**config.mk**
```make
export PLATFORM = sky130hd
export DESIGN_NAME = probe_tlv_parse_window_check_core
export DESIGN_NICKNAME = d
export VERILOG_FILES = /design/src/ptlv_pkg.sv /design/src/ptlv_parser.sv /design/src/probe_tlv_parse_window_check_core.sv
export VERILOG_INCLUDE_DIRS = /design/src /design/src/src
export SDC_FILE = /design/constraint.sdc
export NUM_CORES = 1
export LEC_CHECK = 0
export ABC_AREA = 1
export BUFFER_PORTS_ARGS = -buffer_cell sky130_fd_sc_hd__clkbuf_2
export CAP_MARGIN = 20
export CORE_MARGIN = 5
export CORE_UTILIZATION = 50
export DETAILED_ROUTE_END_ITERATION = 7
export GPL_ROUTABILITY_DRIVEN = 0
export PLACE_DENSITY = 0.74
export SKIP_CTS_REPAIR_TIMING = 1
export SYNTH_ARGS = -nofsm -noshare
export SYNTH_HDL_FRONTEND = slang
export SYNTH_HIERARCHICAL = 1
export SYNTH_SLANG_ARGS = --single-unit
```
**constraint.sdc**
```tcl
create_clock -name aclk -period 6.23 [get_ports aclk]
set_clock_uncertainty 0.15 [all_clocks]
set_input_delay 0.3115 -clock aclk [delete_from_list [all_inputs] [get_ports aclk]]
set_output_delay 0.3115 -clock aclk [all_outputs]
set_load 0.1 [all_outputs]
```
**src/probe_tlv_parse_window_check_core_macros.svh**
```systemverilog
// Assertion macros shared by the probe TLV parser RTL.
`ifndef PROBE_TLV_PARSE_WINDOW_CHECK_CORE_MACROS_SVH
`define PROBE_TLV_PARSE_WINDOW_CHECK_CORE_MACROS_SVH

// Same-cycle implication, sampled on aclk, off while reset is held.
`define PTLV_ASSERT_NOW(label, ante, cons) \
    label: assert property (@(posedge aclk) disable iff (!aresetn) (ante) |-> (cons)) \
        else $error("ptlv assertion failed");

// Next-cycle implication, sampled on aclk, off while reset is held.
`define PTLV_ASSERT_NEXT(label, ante, cons) \
    label: assert property (@(posedge aclk) disable iff (!aresetn) (ante) |=> (cons)) \
        else $error("ptlv assertion failed");

`endif

```
**src/ptlv_pkg.sv**
```systemverilog
// Types, constants and codes for the probe TLV parser.
package ptlv_pkg;

    localparam int unsigned PARAM_VALUE_BYTES = 12;
    localparam int unsigned TIME_BYTES        = 8;
    localparam int unsigned MSG_HDR_BYTES     = 2;
    localparam int unsigned TLV_HDR_BYTES     = 4;

    localparam int unsigned CFG_IDX_W  = 2;
    localparam int unsigned CFG_DATA_W = 32;

    localparam logic [CFG_IDX_W-1:0] CFG_MSG_TYPE = 2'd0;
    localparam logic [CFG_IDX_W-1:0] CFG_TLV_TYPE = 2'd1;
    localparam logic [CFG_IDX_W-1:0] CFG_WINDOW   = 2'd2;

    typedef enum logic [2:0] {
        PH_MSG,
        PH_HDR,
        PH_SKIP,
        PH_VAL,
        PH_TRAIL,
        PH_DONE,
        PH_ERR
    } phase_t;

    typedef enum logic [2:0] {
        ST_OK     = 3'd0,
        ST_BADMSG = 3'd1,
        ST_ABSENT = 3'd2,
        ST_LEN    = 3'd3,
        ST_WINDOW = 3'd4
    } status_t;

    typedef struct packed {
        logic [15:0] req_msg_type;
        logic [14:0] wanted_tlv_type;
        logic [31:0] window_seconds;
    } cfg_t;

    typedef struct packed {
        status_t     status;
        logic [63:0] probe_time;
        logic [31:0] probe_flags;
    } result_t;

endpackage

```
**src/ptlv_parser.sv**
```systemverilog
// Byte-wise TLV parser state, field extraction and window check.
module ptlv_parser (
    input  logic                aclk,
    input  logic                aresetn,
    input  ptlv_pkg::cfg_t      cfg,
    input  logic                advance,
    input  logic [7:0]          data_byte,
    input  logic                last_byte,
    input  logic [63:0]         now_secs,
    output ptlv_pkg::result_t   result
);

    ptlv_pkg::phase_t  phase_reg, phase_next;
    ptlv_pkg::status_t sticky_reg, sticky_next;
    logic [3:0]        cnt_reg, cnt_next;
    logic [23:0]       hdr_reg, hdr_next;
    logic [15:0]       skip_reg, skip_next;
    logic [63:0]       time_reg, time_next;
    logic [31:0]       flags_reg, flags_next;

    logic [31:0]       full_hdr;
    logic [3:0]        cnt_inc;
    logic [15:0]       skip_dec;
    logic [63:0]       gap;
    logic              in_window;
    ptlv_pkg::status_t status;

    assign full_hdr = {hdr_reg, data_byte};
    assign cnt_inc  = cnt_reg + 4'd1;
    assign skip_dec = skip_reg - 16'd1;

    always_ff @(posedge aclk) begin
        if (!aresetn) begin
            phase_reg <= ptlv_pkg::PH_MSG;
        end else if (advance) begin
            phase_reg <= last_byte ? ptlv_pkg::PH_MSG : phase_next;
        end
    end

    always_ff @(posedge aclk) begin
        if (!aresetn) begin
            sticky_reg <= ptlv_pkg::ST_OK;
            cnt_reg    <= 4'd0;
            skip_reg   <= 16'd0;
        end else if (advance) begin
            if (last_byte) begin
                sticky_reg <= ptlv_pkg::ST_OK;
                cnt_reg    <= 4'd0;
                skip_reg   <= 16'd0;
            end else begin
                sticky_reg <= sticky_next;
                cnt_reg    <= cnt_next;
                skip_reg   <= skip_next;
            end
        end
    end

    // shift registers are fully refilled before they are read
    always_ff @(posedge aclk) begin
        if (advance) begin
            hdr_reg   <= hdr_next;
            time_reg  <= time_next;
            flags_reg <= flags_next;
        end
    end

    always_comb begin
        phase_next  = phase_reg;
        sticky_next = sticky_reg;
        cnt_next    = cnt_reg;
        hdr_next    = hdr_reg;
        skip_next   = skip_reg;
        time_next   = time_reg;
        flags_next  = flags_reg;
        unique case (phase_reg)
            ptlv_pkg::PH_MSG: begin
                hdr_next = full_hdr[23:0];
                cnt_next = cnt_inc;
                if (cnt_inc >= 4'(ptlv_pkg::MSG_HDR_BYTES)) begin
                    cnt_next = 4'd0;
                    if (full_hdr[15:0] != cfg.req_msg_type) begin
                        sticky_next = ptlv_pkg::ST_BADMSG;
                        phase_next  = ptlv_pkg::PH_ERR;
                    end else begin
                        phase_next = ptlv_pkg::PH_HDR;
                    end
                end
            end
            ptlv_pkg::PH_HDR: begin
                hdr_next = full_hdr[23:0];
                cnt_next = cnt_inc;
                if (cnt_inc >= 4'(ptlv_pkg::TLV_HDR_BYTES)) begin
                    cnt_next = 4'd0;
                    // top bit of the type field is the optional flag
                    if (full_hdr[30:16] == cfg.wanted_tlv_type) begin
                        if (full_hdr[15:0] < 16'(ptlv_pkg::PARAM_VALUE_BYTES)) begin
                            sticky_next = ptlv_pkg::ST_LEN;
                            phase_next  = ptlv_pkg::PH_ERR;
                        end else begin
                            skip_next  = full_hdr[15:0] - 16'(ptlv_pkg::PARAM_VALUE_BYTES);
                            phase_next = ptlv_pkg::PH_VAL;
                        end
                    end else if (full_hdr[15:0] != 16'd0) begin
                        skip_next  = full_hdr[15:0];
                        phase_next = ptlv_pkg::PH_SKIP;
                    end
                end
            end
            ptlv_pkg::PH_SKIP: begin
                skip_next = skip_dec;
                if (skip_dec == 16'd0) begin
                    phase_next = ptlv_pkg::PH_HDR;
                end
            end
            ptlv_pkg::PH_VAL: begin
                if (cnt_reg < 4'(ptlv_pkg::TIME_BYTES)) begin
                    time_next = {time_reg[55:0], data_byte};
                end else begin
                    flags_next = {flags_reg[23:0], data_byte};
                end
                cnt_next = cnt_inc;
                if (cnt_inc >= 4'(ptlv_pkg::PARAM_VALUE_BYTES)) begin
                    cnt_next   = 4'd0;
                    phase_next = (skip_reg == 16'd0) ? ptlv_pkg::PH_DONE
                                                     : ptlv_pkg::PH_TRAIL;
                end
            end
            ptlv_pkg::PH_TRAIL: begin
                skip_next = skip_dec;
                if (skip_dec == 16'd0) begin
                    phase_next = ptlv_pkg::PH_DONE;
                end
            end
            default: begin
            end
        endcase
    end

    assign gap       = (now_secs > time_next) ? (now_secs - time_next) : (time_next - now_secs);
    assign in_window = (gap[63:32] == 32'd0) && (gap[31:0] <= cfg.window_seconds);

    always_comb begin
        case (phase_next)
            ptlv_pkg::PH_ERR:  status = sticky_next;
            ptlv_pkg::PH_MSG:  status = ptlv_pkg::ST_BADMSG;
            ptlv_pkg::PH_HDR:  status = ptlv_pkg::ST_ABSENT;
            ptlv_pkg::PH_DONE: status = in_window ? ptlv_pkg::ST_OK : ptlv_pkg::ST_WINDOW;
            default:           status = ptlv_pkg::ST_LEN;
        endcase
    end

    assign result.status      = status;
    assign result.probe_time  = (status == ptlv_pkg::ST_OK) ? time_next : 64'd0;
    assign result.probe_flags = (status == ptlv_pkg::ST_OK) ? flags_next : 32'd0;

endmodule

```
**src/probe_tlv_parse_window_check_core.sv**
```systemverilog
// Top level of the probe TLV parser: stream ports, config registers, result register.
// Takes one payload byte per cycle while s_tready is high, big-endian, and on the word
// marked tlast returns one result word, registered, in the cycle after: status, probe
// timestamp and flags. The parser state and the 64-bit window compare sit between
// the byte input and a single result register. Non-last words are taken even while
// a result waits; a last word waits only while a result is held and m_tready is low.
// The user must write config registers only while the block is idle; no logic checks it.
`include "probe_tlv_parse_window_check_core_macros.svh"

module probe_tlv_parse_window_check_core (
    input  logic                               aclk,
    input  logic                               aresetn,
    input  logic                               cfg_wr_en,
    input  logic [ptlv_pkg::CFG_IDX_W-1:0]     cfg_index,
    input  logic [ptlv_pkg::CFG_DATA_W-1:0]    cfg_wr_data,
    input  logic                               s_tvalid,
    output logic                               s_tready,
    input  logic [71:0]                        s_tdata,   // data_byte[7:0], now_secs[71:8]
    input  logic                               s_tlast,   // last_byte
    output logic                               m_tvalid,
    input  logic                               m_tready,
    output logic [103:0]                       m_tdata    // status[2:0], probe_time[66:3],
                                                          // probe_flags[98:67], zero pad
);

    ptlv_pkg::cfg_t    cfg_reg;
    ptlv_pkg::result_t res;
    ptlv_pkg::result_t res_reg;
    logic              m_tvalid_reg, m_tvalid_next;
    logic              s_accept;

    always_ff @(posedge aclk) begin
        if (!aresetn) begin
            cfg_reg <= '0;
        end else if (cfg_wr_en) begin
            unique case (cfg_index)
                ptlv_pkg::CFG_MSG_TYPE: cfg_reg.req_msg_type    <= cfg_wr_data[15:0];
                ptlv_pkg::CFG_TLV_TYPE: cfg_reg.wanted_tlv_type <= cfg_wr_data[14:0];
                ptlv_pkg::CFG_WINDOW:   cfg_reg.window_seconds  <= cfg_wr_data[31:0];
                default: begin
                end
            endcase
        end
    end

    assign s_tready = !m_tvalid_reg || m_tready || !s_tlast;
    assign s_accept = s_tvalid && s_tready;

    ptlv_parser u_parser (
        .aclk      (aclk),
        .aresetn   (aresetn),
        .cfg       (cfg_reg),
        .advance   (s_accept),
        .data_byte (s_tdata[7:0]),
        .last_byte (s_tlast),
        .now_secs  (s_tdata[71:8]),
        .result    (res)
    );

    always_comb begin
        m_tvalid_next = m_tvalid_reg;
        if (m_tvalid_reg && m_tready) begin
            m_tvalid_next = 1'b0;
        end
        if (s_accept && s_tlast) begin
            m_tvalid_next = 1'b1;
        end
    end

    always_ff @(posedge aclk) begin
        if (!aresetn) begin
            m_tvalid_reg <= 1'b0;
        end else begin
            m_tvalid_reg <= m_tvalid_next;
        end
    end

    always_ff @(posedge aclk) begin
        if (s_accept && s_tlast) begin
            res_reg <= res;
        end
    end

    assign m_tvalid = m_tvalid_reg;
    assign m_tdata  = {5'd0, res_reg.probe_flags, res_reg.probe_time, res_reg.status};

    `PTLV_ASSERT_NEXT(a_last_gives_result, s_tvalid && s_tready && s_tlast, m_tvalid)
    `PTLV_ASSERT_NOW(a_status_range, m_tvalid, m_tdata[2:0] <= 3'(ptlv_pkg::ST_WINDOW))
    `PTLV_ASSERT_NOW(a_error_clears_fields,
                     m_tvalid && (m_tdata[2:0] != 3'(ptlv_pkg::ST_OK)), m_tdata[98:3] == 96'd0)
    `PTLV_ASSERT_NOW(a_no_overwrite, m_tvalid && !m_tready && s_tvalid && s_tlast, !s_tready)

endmodule
```
After elaboration in Yosys (flattened, before gate mapping)
Cells that the tools add are included.
{"block": "totals", "word_cells": 106, "n_memories": 0, "ram_bits": 0, "regBits": 308, "inputBits": 112, "latchBits": 0, "output_inout_bits": 106, "rom_bits": 0}
{"block": "classes", "n_reduce_logical": 27, "bitwise": 0, "magnitude_cmp": 7, "addsub": 5, "mux": 39, "mul": 0, "n_div": 0, "n_eq_ne": 14, "n_shift": 0}
{"op": "2-to-1 mux 64 bit", "n": 3}
{"op": "subtractor 64 bit", "n": 2}
{"op": "2-to-1 mux 16 bit", "n": 5}
{"op": "greater-than comparator 64 bit", "n": 1}
{"op": "2-to-1 mux 32 bit", "n": 2}
{"op": "2-to-1 mux 3 bit", "n": 17}
{"op": "<= comparator 32 bit", "n": 1}
{"op": "logical NOT 16 bit", "n": 2}
{"op": "logical NOT 32 bit", "n": 1}
{"op": "case mux 16 bit (2 select lines)", "n": 1}
{"op": "< comparator 16 x 4 -> 1 bit, second input constant", "n": 1}
{"op": "2-to-1 mux 4 bit", "n": 4}
{"op": "!= test 16 bit", "n": 1}
{"op": "nonzero test 16 bit", "n": 1}
{"op": "subtractor 16 x 1 -> 16 bit, second input constant", "n": 1}
{"op": "subtractor 16 x 4 -> 16 bit, second input constant", "n": 1}
{"op": "equality test 15 bit", "n": 1}
{"op": "case mux 3 bit (5 select lines)", "n": 1}
{"op": "case mux 3 bit (4 select lines)", "n": 1}
{"op": "case mux 4 bit (3 select lines)", "n": 1}
{"op": "AND reduction 2 bit", "n": 5}
{"op": "equality test 3 bit, second input constant", "n": 3}
{"op": "logical NOT 3 bit", "n": 3}
{"op": "equality test 3 x 1 -> 1 bit, second input constant", "n": 2}
{"op": "other kinds (22)", "n": 31}

Longest topological paths before layout
{"block": "depth", "depth_word": 10, "mapped_depth": 42, "mapped_depth_nobuf": 37}

Cells and area by module
The synthesis kept the hierarchy.
{"module": "ptlv_parser", "instances": 1, "seq_area_each_um2": 4093.9, "cells_per_inst": 3134, "area_each_um2": 19388.6}
{"module": "probe_tlv_parse_window_check_core", "instances": 1, "seq_area_each_um2": 4254.1, "cells_per_inst": 522, "area_each_um2": 5706.7}

Least setup slack after synthesis
OpenSTA, ideal clock, no wires.
{"block": "synth_timing", "path_kind": "register to register", "startpoint": "reg m_tvalid_reg, in the netlist m_tvalid", "endpoint": "reg res_reg, in the netlist m_tdata[0] (enable)", "path_slack_ns": -0.163, "path_buffers": 0, "setup_time_ns": 0.453, "arrival_time_ns": 5.790, "period_less_slack_ns": 6.393, "path_stages_with_launch": 6, "required_time_ns": 5.627, "cell_sequence": "dfxtp_1 nand3_1 nand2_1 inv_1 nand2_1 inv_1"}
{"block": "synth_via", "elab_chain_len": 5}
{"item": "from (decl)", "line_no": "probe_tlv_parse_window_check_core.sv:29", "rtl": "logic m_tvalid_reg, m_tvalid_next;"}
{"item": "from (signal assigned)", "line_no": "probe_tlv_parse_window_check_core.sv:74", "rtl": "m_tvalid_reg <= m_tvalid_next;"}
{"item": "logical NOT 1 bit", "line_no": "probe_tlv_parse_window_check_core.sv:46", "rtl": "assign s_tready = !m_tvalid_reg || m_tready || !s_tlast;"}
{"item": "logical OR 1 bit (2 in a row)", "line_no": "probe_tlv_parse_window_check_core.sv:46"}
{"item": "named net s_tready", "line_no": "probe_tlv_parse_window_check_core.sv:17", "rtl": "output logic s_tready,"}
{"item": "logical AND 1 bit", "line_no": "probe_tlv_parse_window_check_core.sv:47", "rtl": "assign s_accept = s_tvalid && s_tready;"}
{"item": "named net s_accept", "line_no": "probe_tlv_parse_window_check_core.sv:30", "rtl": "logic s_accept;"}
{"item": "logical AND 1 bit", "line_no": "probe_tlv_parse_window_check_core.sv:79", "rtl": "if (s_accept && s_tlast) begin"}
{"item": "to (signal assigned)", "line_no": "probe_tlv_parse_window_check_core.sv:80", "rtl": "res_reg <= res;"}
{"item": "to (decl)", "line_no": "probe_tlv_parse_window_check_core.sv:28", "rtl": "ptlv_pkg::result_t res_reg;"}
The timed path passes the listed nets, and every way through them passes these cells.
A chain may end at the register's enable or synchronous reset.

Worst setup path in the final report
{"block": "layout_timing", "startpoint": "reg u_parser.phase_reg[1]", "endpoint": "reg res_reg, in the netlist m_tdata[30], data pin"}
{"block": "layout_via", "elab_chain_len": 9, "elab_cells_between_ends": 29, "cone_classes": "2 x add/sub; 2 x order compare; 7 x eq/ne; 13 x mux; 5 x reduce/logical"}
{"item": "from (decl)", "line_no": "ptlv_parser.sv:13", "rtl": "ptlv_pkg::phase_t phase_reg, phase_next;"}
{"item": "from (signal assigned)", "line_no": "ptlv_parser.sv:34", "rtl": "phase_reg <= ptlv_pkg::PH_MSG;"}
{"item": "from (signal assigned)", "line_no": "ptlv_parser.sv:36", "rtl": "phase_reg <= last_byte ? ptlv_pkg::PH_MSG : phase_next;"}
{"item": "equality test 3 x 2 -> 1 bit *", "line_no": "ptlv_parser.sv:75", "rtl": "unique case (phase_reg)"}
{"item": "2-to-1 mux 64 bit *", "line_no": "ptlv_parser.sv:75"}
{"item": "named net u_parser.time_next[6]", "line_no": "ptlv_parser.sv:18", "rtl": "logic [63:0] time_reg, time_next;"}
{"item": "subtractor 64 bit or greater-than comparator 64 bit (tied branches)", "line_no": "ptlv_parser.sv:139", "rtl": "assign gap = (now_secs > time_next) ? (now_secs - time_next) : (time_next - now_secs);"}
{"item": "2-to-1 mux 64 bit *", "line_no": "ptlv_parser.sv:139"}
{"item": "<= comparator 32 bit or logical NOT 32 bit (tied branches)", "line_no": "ptlv_parser.sv:140", "rtl": "assign in_window = (gap[63:32] == 32'd0) && (gap[31:0] <= cfg.window_seconds);"}
{"item": "logical AND 1 bit *", "line_no": "ptlv_parser.sv:140"}
{"item": "2-to-1 mux 3 bit *", "line_no": "ptlv_parser.sv:147", "rtl": "ptlv_pkg::PH_DONE: status = in_window ? ptlv_pkg::ST_OK : ptlv_pkg::ST_WINDOW;"}
{"item": "case mux 3 bit (4 select lines) *", "line_no": "ptlv_parser.sv:143", "rtl": "case (phase_next)"}
{"item": "logical NOT 3 bit *", "line_no": "ptlv_parser.sv:153", "rtl": "assign result.probe_time = (status == ptlv_pkg::ST_OK) ? time_next : 64'd0;"}
The timed path passes the listed nets; every way through them passes the cells marked *.

==> results.txt <==
initial antenna violation count: 3
area grow syn2layout: 17.51%
#FFs+latches synth: 308
crit-path most repeated cell: nand2_1
Setup Crit Path Kind: reg2reg
FMAX: 0.1661 GHz
die area: 54,770 sq um
critical path's slowest cell: ha_1
final worst path period share: 96.65%
clk root buf: clkbuf_16
layout cells sized above 1: 16.79%
vias in the first global route: 22.88k
first-pass GRT wire length: 125,900 um
fillers: 4,616
count of input and output buffers: 212
core area: 49,860 sq um
Cell Area, Placed: 27,750 sq um
warnings from Yosys: 6
die width: 234.0 um
final cell count without fillers: 4,724
status: finished with violations
vias per cell: 5.360
Initial Utilization: 50.33%
Switching Power: 0.002685 W
Worst path max stage delay: 0.43 ns
footprint of the multi-input gates: 13,790 sq um
initial drt markers: 3,213
hpwl dp: 69,050 um
commonest cells in the netlist: nand2_1, inv_1, nor2_1
critical path depth in cells: 37
Routed WL: 86,480 um
Area contributors post-synth: edfxtp_1, nand2_1, inv_1, ha_1, dfxtp_1
Min-Delay Path Depth: 4
Tightest Pin Transition: 1.064 ns
largest net degree at the start of global routing: 91
Seq pwr share: 35.0%
Site Rows: 82
nets: 4,304
Slew headroom: 29.05%
CTS tree: yes
ys async rst share: 0%
leading area contributor after synthesis: edfxtp_1
most common cell in the synthesized netlist: nand2_1
Mean Syn Cell Area: 6.864 sq um
max FFs per register: 99
Bufs on Longest Clock Path: 3
Antenna Nets Post-Route: 0
Comb pwr share: 36.4%
power share of the clock group: 28.6%
post-synth top area share: 26.09%
family with the most delay on the worst path: simple AND/OR/NAND/NOR gates
DIE HEIGHT: 234.0 um
Sw Share: 38.44%
Power Density: 236.9 nW/um^2
Worst Path Buf+Inv: 6
H-tree levels: 2
peak supply drop: 0.1591 mV
endpoints failing setup: 0
Final Cell Area: 29,490 sq um
max-cap violations: 0
fin crit period: 6.021 ns
Post-Syn Instances: 3,656
I/O pins: 218
DP Cell Count: 4,612
Worst Reg2Reg Path Length in Cells: 37
CP endpoint kind: flip-flop
CTS Buf Count: 34
Avg WL per Cell: 18.31 um
Sink Count: 308
post-synthesis cell type count: 56
number of synthesized flops with an enable pin: 218
Top FF cell, synth: edfxtp_1
Final Hold Fails: 0
max-slew violation count: 0
Crit Path Max Fanout: 33
CP required: 6.37 ns
Leakage Power: 14.84 nW
First-pass DRT Iterations: 8
crit path DAT: 6.16 ns
HP Class: in2reg
Worst-Skew Late Latency: 0.55 ns
sequential-to-total area share from yosys stat: 33.27%
GR Overflow Total: 0
Reg clk slew, reported paths: 0.06 ns
critical path startpoint category: flip-flop
DR vias: 25.32k
failing checks: DRC
Total GRT Usage: 29.55%
DRC Markers: 18
internal power: 0.004300 W
Storage cell area: 8348 sq um
Syn Std Cell Area: 25,100 sq um
per-stage QoR:
stage	hold slack [ns]	total power [W]	setup WS (ns)	util, %	TNS, ns
3_5_place_dp	0.2839	0.004854	-0.1714	55.66	-5.010
2_1_floorplan	0.2604	0.004155	0.3406	-	0
4_1_cts	-0.1748	0.006853	-0.2304	57.83	-10.15
6_report	0.05564	0.006985	0.2088	59.14	0
3_3_place_gp	0.2756	0.004829	0.1068	55.66	0
5_1_grt	0.03411	0.007298	-0.04170	59.14	-0.8733
tightest hold or removal path, stage by stage:
cell,delay (ns)
clkbuf_2,0.12
nor2_2,0.09
a21oi_1,0.13
nor2_1,0.06
final timing paths:
kind,start,to,slack (ns)
setup reg to reg,u_parser/phase_reg[1],m_tdata[30],0.21
setup / recovery,u_parser/phase_reg[1],m_tdata[30],0.21
hold reg to reg,u_parser/sticky_reg[2],u_parser/sticky_reg[2],0.29
hold / removal,cfg_index[0],cfg_reg[57],0.06
power by group through the flow:
stage | Sequential, W | Clock [W] | Combinational, W
3_5_place_dp | 0.00248 | 0 | 0.00237
6_report | 0.00244 | 0.00200 | 0.00255
3_3_place_gp | 0.00248 | 0 | 0.00235
5_1_grt | 0.00245 | 0.00211 | 0.00274
2_1_floorplan | 0.00277 | 0 | 0.00139
4_1_cts | 0.00244 | 0.00202 | 0.00239
per-layer routing:
| metal | vias up | share of wire (%) | track usage (%) |
|---|---|---|---|
| met5 | - | 0.014 | 0 |
| met4 | 2 | 4.2 | 10.44 |
| met3 | 246 | 13 | 6.793 |
| met2 | 1533 | 43 | 44.95 |
| met1 | 11350 | 40 | 41.44 |
| li1 | 12200 | - | - |
logic make-up (layout without fill, tap and decap cells):
logic type | Yosys count | count (layout) | share of synthesized area (%)
multiplexers | 34 | 34 | 1.356
AND/OR/NAND/NOR | 1757 | 1759 | 30.55
buffers and inverters | 787 | 1175 | 12.27
XOR/XNOR | 81 | 81 | 2.827
AO/OA/AOI/OAI | 522 | 522 | 11.37
flip-flops | 308 | 308 | 33.27
other | 1 | 7 | 0.01494
adder cells (fa/ha/maj) | 166 | 166 | 8.336
area by class of cell:
cell class | count | share of cell area, %
Antenna cell | 2 | 0.01697
Clock buffer | 44 | 3.080
Clock inverter | 16 | 0.6025
Inverter | 712 | 9.109
Multi-Input combinational cell | 2567 | 46.78
Sequential cell | 308 | 28.31
Tap cell | 672 | 2.851
Timing Repair Buffer | 403 | 9.254
cells in the final DEF, fill, tap and decap left out, types with 6 or more instances in the layout:
master           n
a21boi_0         6
a21o_1           8
a21oi_1        242
buf_4          142
clkbuf_1         8
clkbuf_16       36
clkbuf_2       212
clkinv_1         7
dfxtp_1         90
dlygate4sd3_1   36
edfxtp_1       218
ha_1           163
inv_1          644
inv_2           62
mux2i_1         31
nand2_1        935
nand2_2         23
nand3_1        148
nand3_2          6
nand4_1         23
nor2_1         425
nor2_2          60
nor2_4          46
nor3_1          23
nor3_2          10
o211ai_1        12
o21a_1           8
o21ai_0        167
o21ai_1         15
o21bai_1        38
or2_2           36
xnor2_1         31
xor2_1          50
Power figures use the tool's default switching activity.
